`config.mk`:
```
export PLATFORM = sky130hd
export DESIGN_NAME = phcc_parser
export DESIGN_NICKNAME = d
export VERILOG_FILES = /design/src/sv/phcc_pkg.sv /design/src/sv/phcc_parser.sv
export SDC_FILE = /design/constraint.sdc
export NUM_CORES = 1
export LEC_CHECK = 0
export BUFFER_PORTS_ARGS = -buffer_cell sky130_fd_sc_hd__buf_2
export CAP_MARGIN = 20
export CORE_UTILIZATION = 62
export CTS_BUF_LIST = sky130_fd_sc_hd__clkbuf_4 sky130_fd_sc_hd__clkbuf_8 sky130_fd_sc_hd__clkbuf_16
export DETAILED_ROUTE_END_ITERATION = 10
export PLACE_DENSITY = 0.82
export SYNTH_ARGS = -nofsm -noshare
export SYNTH_HDL_FRONTEND = slang
export SYNTH_SLANG_ARGS = --single-unit
```
`constraint.sdc`:
```
create_clock -name clk -period 6.93 [get_ports clk]
set_input_delay 1.386 -clock clk [delete_from_list [all_inputs] [get_ports clk]]
set_output_delay 1.386 -clock clk [all_outputs]
set_load 0.03 [all_outputs]
```
`src/sv/phcc_pkg.sv`:
```
package phcc_pkg;

	localparam logic [2:0] ST_OK       = 3'd0;
	localparam logic [2:0] ST_NO_HDR   = 3'd1;
	localparam logic [2:0] ST_BAD_TYPE = 3'd2;
	localparam logic [2:0] ST_BAD_TR   = 3'd3;
	localparam logic [2:0] ST_BAD_LEN  = 3'd4;
	localparam logic [2:0] ST_CRC      = 3'd5;
	localparam logic [2:0] ST_INCONS   = 3'd6;
	localparam logic [2:0] ST_TRUNC    = 3'd7;

	localparam logic [1:0] TYPE_NONE = 2'd0;
	localparam logic [1:0] TYPE_DATA = 2'd1;

	localparam logic KIND_PAYLOAD = 1'b0;
	localparam logic KIND_REPORT  = 1'b1;

	localparam logic [16:0] HDR_SHORT     = 17'd6;
	localparam logic [16:0] HDR_DATA      = 17'd8;
	localparam logic [16:0] PAYLOAD_START = 17'd12;
	localparam logic [16:0] POS_MAX       = 17'h1FFFF;
	localparam logic [7:0]  TR_CLEAR_MASK = 8'hDF;
	localparam logic [31:0] CRC_POLY      = 32'hEDB88320;
	localparam logic [31:0] CRC_INIT      = 32'hFFFFFFFF;

	typedef struct packed {
		logic        valid;
		logic        item_kind;
		logic [7:0]  payload_byte;
		logic [2:0]  status;
		logic [1:0]  type_code;
		logic        trunc_flag;
		logic [4:0]  window;
		logic [7:0]  seq_number;
		logic [15:0] payload_len;
		logic [31:0] timestamp;
	} phcc_result_t;

	function automatic logic [31:0] crc32_byte(input logic [31:0] c_in, input logic [7:0] b);
		logic [31:0] c;
		c = c_in ^ {24'd0, b};
		for (int k = 0; k < 8; k++) begin
			c = c[0] ? ((c >> 1) ^ CRC_POLY) : (c >> 1);
		end
		return c;
	endfunction

endpackage

```
`src/sv/phcc_parser.sv`:
```
module phcc_parser (
	input  logic                  clk,
	input  logic                  arst_n,
	input  logic                  fire,
	input  logic [7:0]            data_byte,
	input  logic                  last_byte,
	input  logic [15:0]           max_payload_len,
	output phcc_pkg::phcc_result_t result
);
	import phcc_pkg::*;

	logic [16:0] pos_q;
	logic [31:0] crc_q;
	logic [31:0] rcrc_q;
	logic [1:0]  type_q;
	logic        tr_q;
	logic [4:0]  win_q;
	logic [7:0]  seq_q;
	logic [15:0] len_q;
	logic [31:0] ts_q;
	logic [2:0]  err_q;

	logic [16:0] pos_n;
	logic [31:0] crc_n;
	logic [31:0] rcrc_n;
	logic [1:0]  type_n;
	logic        tr_n;
	logic [4:0]  win_n;
	logic [7:0]  seq_n;
	logic [15:0] len_n;
	logic [31:0] ts_n;
	logic [2:0]  err_n;
	logic        pass;
	logic [2:0]  status;

	logic [16:0] hlen;
	logic [16:0] pay_end;
	logic [16:0] crc_end;
	logic [31:0] rc_shift;
	logic [1:0]  ts_idx;
	logic        is_data;
	logic        has_len;

	assign pay_end  = {1'b0, len_q} + PAYLOAD_START;
	assign crc_end  = pay_end + 17'd4;
	assign rc_shift = {rcrc_q[23:0], data_byte};

	always_comb begin
		type_n = type_q;
		tr_n   = tr_q;
		win_n  = win_q;
		seq_n  = seq_q;
		len_n  = len_q;
		ts_n   = ts_q;
		err_n  = err_q;
		crc_n  = crc_q;
		rcrc_n = rcrc_q;
		pass   = 1'b0;

		if (pos_q == 17'd0) begin
			type_n = data_byte[7:6];
			tr_n   = data_byte[5];
			win_n  = data_byte[4:0];
			if (data_byte[7:6] == TYPE_NONE) begin
				err_n = ST_BAD_TYPE;
			end else if (data_byte[7:6] != TYPE_DATA && data_byte[5]) begin
				err_n = ST_BAD_TR;
			end
		end
		is_data = (type_n == TYPE_DATA);
		has_len = is_data && (len_q != 16'd0);
		hlen    = is_data ? HDR_DATA : HDR_SHORT;
		ts_idx  = pos_q[1:0] - (is_data ? 2'd0 : 2'd2);

		if (pos_q < hlen) begin
			crc_n = crc32_byte(crc_q,
				(pos_q == 17'd0) ? (data_byte & TR_CLEAR_MASK) : data_byte);
			if (is_data && (pos_q == 17'd1 || pos_q == 17'd2)) begin
				if (pos_q == 17'd1) begin
					len_n[15:8] = data_byte;
				end else begin
					len_n[7:0] = data_byte;
					if (err_n == ST_OK && {len_q[15:8], data_byte} > max_payload_len) begin
						err_n = ST_BAD_LEN;
					end
				end
			end else if (pos_q == hlen - 17'd5) begin
				seq_n = data_byte;
			end else if (pos_q >= hlen - 17'd4) begin
				ts_n[{ts_idx, 3'b000} +: 8] = data_byte;
			end
		end else if (pos_q < hlen + 17'd4) begin
			rcrc_n = rc_shift;
			if (pos_q == hlen + 17'd3) begin
				if (err_n == ST_OK) begin
					if (~crc_q != rc_shift) begin
						err_n = ST_CRC;
					end else if (len_q != 16'd0 && tr_n) begin
						err_n = ST_INCONS;
					end
				end
				crc_n  = CRC_INIT;
				rcrc_n = 32'd0;
			end
		end else if (has_len && pos_q < pay_end) begin
			crc_n = crc32_byte(crc_q, data_byte);
			pass  = (err_n == ST_OK);
		end else if (has_len && pos_q < crc_end) begin
			rcrc_n = rc_shift;
			if (pos_q == crc_end - 17'd1 && err_n == ST_OK && ~crc_q != rc_shift) begin
				err_n = ST_CRC;
			end
		end

		pos_n = (pos_q != POS_MAX) ? pos_q + 17'd1 : pos_q;

		if (pos_n < HDR_SHORT) begin
			status = ST_NO_HDR;
		end else if (err_n == ST_BAD_TYPE || err_n == ST_BAD_TR) begin
			status = err_n;
		end else if (is_data && pos_n < HDR_DATA) begin
			status = ST_NO_HDR;
		end else if (err_n != ST_OK) begin
			status = err_n;
		end else if (pos_n < hlen + 17'd4) begin
			status = ST_TRUNC;
		end else if (len_q == 16'd0) begin
			status = ST_OK;
		end else if (pos_n < crc_end) begin
			status = ST_TRUNC;
		end else begin
			status = ST_OK;
		end

		result = '0;
		if (fire && last_byte) begin
			result.valid       = 1'b1;
			result.item_kind   = KIND_REPORT;
			result.status      = status;
			result.type_code   = type_n;
			result.trunc_flag  = tr_n;
			result.window      = win_n;
			result.seq_number  = seq_n;
			result.payload_len = len_q;
			result.timestamp   = ts_n;
		end else if (fire && pass) begin
			result.valid        = 1'b1;
			result.item_kind    = KIND_PAYLOAD;
			result.payload_byte = data_byte;
		end
	end

	always_ff @(posedge clk or negedge arst_n) begin
		if (!arst_n) begin
			pos_q  <= '0;
			crc_q  <= CRC_INIT;
			rcrc_q <= '0;
			type_q <= '0;
			tr_q   <= 1'b0;
			win_q  <= '0;
			seq_q  <= '0;
			len_q  <= '0;
			ts_q   <= '0;
			err_q  <= ST_OK;
		end else if (fire) begin
			if (last_byte) begin
				pos_q  <= '0;
				crc_q  <= CRC_INIT;
				rcrc_q <= '0;
				type_q <= '0;
				tr_q   <= 1'b0;
				win_q  <= '0;
				seq_q  <= '0;
				len_q  <= '0;
				ts_q   <= '0;
				err_q  <= ST_OK;
			end else begin
				pos_q  <= pos_n;
				crc_q  <= crc_n;
				rcrc_q <= rcrc_n;
				type_q <= type_n;
				tr_q   <= tr_n;
				win_q  <= win_n;
				seq_q  <= seq_n;
				len_q  <= len_n;
				ts_q   <= ts_n;
				err_q  <= err_n;
			end
		end
	end

endmodule

```
==> flow_summary.yaml <==
setup_path:
  endpoint: "result[65]"
  crit_fanout: 9
  worst_ep_arrival_time_ns: 5.31
  endpoint_kind: "output pin"
  critPathLaunchType: "flip-flop"
  rrSetupSlack_ns: 1.96
  timing.rr.start: "pos_q[12]"
  worstSetupStartpoint: "len_q[2]"
  worst_r2r_endpoint: "seq_q[5]"
  r2r_cells: 15
  critPathRequiredTime_ns: 5.54
  crit_type: "reg2out"
floorplanning:
  die_y_um: 141.2
  die_area_sq_mm: 0.01995
  core-area_sq_mm: 0.01883
  start_util_pct: 63.84
  pin_count: 105
  rows: 50
  die_w_um: 141.2
global_route:
  first_global_vias: 10830
  grt_pass1_wl_mm: 58.48
  grtUsageTotal_pct: 37.63
  antenna_found_initial: 0
  grt_max_degree: 82
  globalRouteOverflowTotal: 0
synth:
  ys_ff_latch: 140
  synth_common_cells: "145 x nor2_1, 108 x dfrtp_1, 94 x xnor2_1"
  synthMuxAreaShare_pct: 2.560
  syn_avg_cell_area_sq_um: 8.820
  synth_top_area_share_pct: 22.48
  yosys-top-cells-area: "dfrtp_1 22%, ha_1 8.5%, dfstp_2 7.0%, xnor2_1 6.8%, nor2_1 4.5%"
  synth_compound_area_share_pct: 25.00
  synth_cells: 1363
  yosysMostFrequentCell: "nor2_1"
  synth_ff_type: "dfrtp_1"
  synth_top_family_by_area: "compound AO/OA/AOI/OAI gates"
  synth_nets: 1473
  seq_area_frac_synth_pct: 29.48
  synth-edff-count: 0
  ys_warn_count: 0
  synthXorXnorAreaFrac_pct: 11.70
  yosys.area_share.simple_pct: 17.55
  async_flop_share_pct: 100.0
  netlist_area_sq_mm: 0.01202
  yosys.area_share.adder_pct: 8.701
  ys_types: 86
  yosysTopAreaCell: "dfrtp_1"
power_and_ir_drop:
  power.density_mw_per_mm2: 322.9
  power.leakage_nw: 5.746
  peakVddDrop_mv: 0.2582
cells_and_area:
  multiInputGateArea_sq_mm: 0.007939
  drive_above_1_share_pct: 18.91
  area_growth_pct: 11.66
  fillers: 1453
  regArea_sq_mm: 0.003553
  final_nets: 1541
  n_antenna_cell: 0
cts:
  root_buffer: "clkbuf_16"
  cts_tree: "done"
  clkTransAtPathRegs_ns: 0.06
  h-tree-depth: 4
  postCtsHoldBufs: 0
  cts_made_buffers: 17
  cts_sinks: 140
  clk_path_buf_depth: 2
  clkLatencyLatePin_ns: 0.43
route:
  vias: 11310
  wl_mm: 36.54
  wire_per_inst_um: 21.44
  antenna_left: 0
  drt_iter0_markers: 1188
  drt-pass1-iter-count: 6
  drcViolationCount: 0
  vias_per_cell: 6.640
sta:
  fmax_mhz: 149.3
  hold_violations: 0
  rsz0062_at_grt: "false"
  skew_ns: 0.01300
  whs_ns: 0.4960
  tightest_slew_ns: 1.069
  relSlewSlack_pct: 28.73
  fin_crit_ns: 6.698
  min_period_over_period_pct: 96.66
  final_max_slew_viol_count: 0
  fin_setup_tns_ns: 0
  finalSetupViolCount: 0
placed_design:
  port_buffers: 104
  hpwl_mm: 25.59
  place.gp.congestion: 0.9699
min_path:
  holdPathStages: 1
  hold_path_class: "reg2reg"
status:
  outcome: "complete, no violations"
flow_run:
  maxCapViolCount: 0
stage by stage:
stage | std cells | setup WS (ns) | instance area [sq um] | utilization, % | total power, mW
after CTS | 1704 | 0.02094 | 13370 | 70.99 | 4.288
after global routing | 1704 | 0.002119 | 13420 | 71.28 | 4.560
final | 1704 | 0.2317 | 13420 | 71.28 | 4.334
after global placement | 1672 | 0.6937 | 12800 | 67.95 | 3.279
after floorplan | 1363 | 0.4483 | 12020 | - | 2.825
after detailed placement | 1672 | 0.5232 | 12800 | 67.95 | 3.337
cell families (layout without fill, tap and decap cells):
kind of cell	Yosys count	count (layout)
AOI/OAI and AO/OA	396	396
xor gates and xnor gates	151	151
adders and majority gates	84	84
buffers and inverters	150	231
DFF	140	140
muxes	30	30
and+or+nand+nor	412	412
critical path, cell delays in order, from the launching register on:
cell,delay (ns)
dfrtp_1,0.38
inv_1,0.18
ha_2,0.33
or3b_4,0.42
a21oi_4,0.22
o311ai_4,0.18
a211oi_2,0.29
nor3_1,0.11
or2_2,0.34
ha_1,0.31
and4_1,0.20
a21oi_1,0.14
o211ai_1,0.10
maj3_1,0.39
a211oi_1,0.30
o21a_1,0.19
nand3b_1,0.11
a221oi_1,0.42
buf_2,0.27
final cells by class:
class                   count  area share [%]
multi-input cells        1073           59.14
clock buffers              20           3.430
clock inverters            12          0.8296
well taps                 260           2.424
repair buffers            144           6.161
inverters                  55           1.538
flip-flops and latches    140           26.47
metal layers:
layer | part of all wire [%] | vias to the layer above | wire length (um) | global-route usage, %
met2 | 46 | 573 | 16970 | 60.08
met1 | 41 | 5430 | 15090 | 49.22
met3 | 7.4 | 137 | 2712 | 5.842
li1 | - | 5174 | - | -
met5 | 0 | - | 0 | 0
met4 | 4.8 | 0 | 1772 | 20.14
state kept, by name (all words and copies together) (netlist names), 3 cells and up:
name and count:
err_q 3, pos_q 17, win_q 5, ts_q 32
rcrc_q 24, seq_q 8, crc_q 32, len_q 16
worst min path at each step:
stage             start  endpoint  slack, ns
3_3_place_gp   err_q[1]  err_q[1]       0.48
6_report       err_q[1]  err_q[1]       0.50
4_1_cts        err_q[1]  err_q[1]       0.50
2_1_floorplan  err_q[1]  err_q[1]       0.46
5_1_grt        err_q[1]  err_q[1]       0.53
3_5_place_dp   err_q[1]  err_q[1]       0.48
power breakdown:
group          leakage (nW)  total, mW  switching, mW  internal, mW
clock                 0.277      0.898          0.379         0.519
sequential             1.79       1.26          0.214          1.04
combinational          3.68       2.18           1.27         0.904
total                  5.75       4.33           1.87          2.47
cells in the final DEF, fill, tap and decap left out, types with 5 or more instances in the layout:
cell	count
nand2b_1	21
buf_2	103
nand2_1	77
buf_4	40
nor4_1	20
dfrtp_2	8
xor2_1	49
mux2i_1	24
a22oi_1	68
o2bb2ai_1	55
o31ai_1	10
a22o_1	26
a211oi_1	6
o21ai_0	35
mux2_2	6
clkbuf_16	17
and2_1	13
dfrtp_1	100
a21oi_1	48
nor2_1	145
o21a_1	16
nand3_1	25
ha_1	81
or3_1	5
o2111ai_1	5
nand4_1	24
xnor3_1	5
a21o_1	7
a32oi_1	17
xnor2_1	93
o211ai_1	7
nor2b_1	8
o22ai_1	8
and4_1	7
inv_1	51
a31oi_1	33
and3_1	16
dfstp_2	32
nor3_1	17
timing repair:
item	4_1_cts	5_1_grt
resized for setup	0	19
buffers inserted	0	0
setup endpoints to repair	0	3
Note: power is estimated with default switching activity, not from simulation.
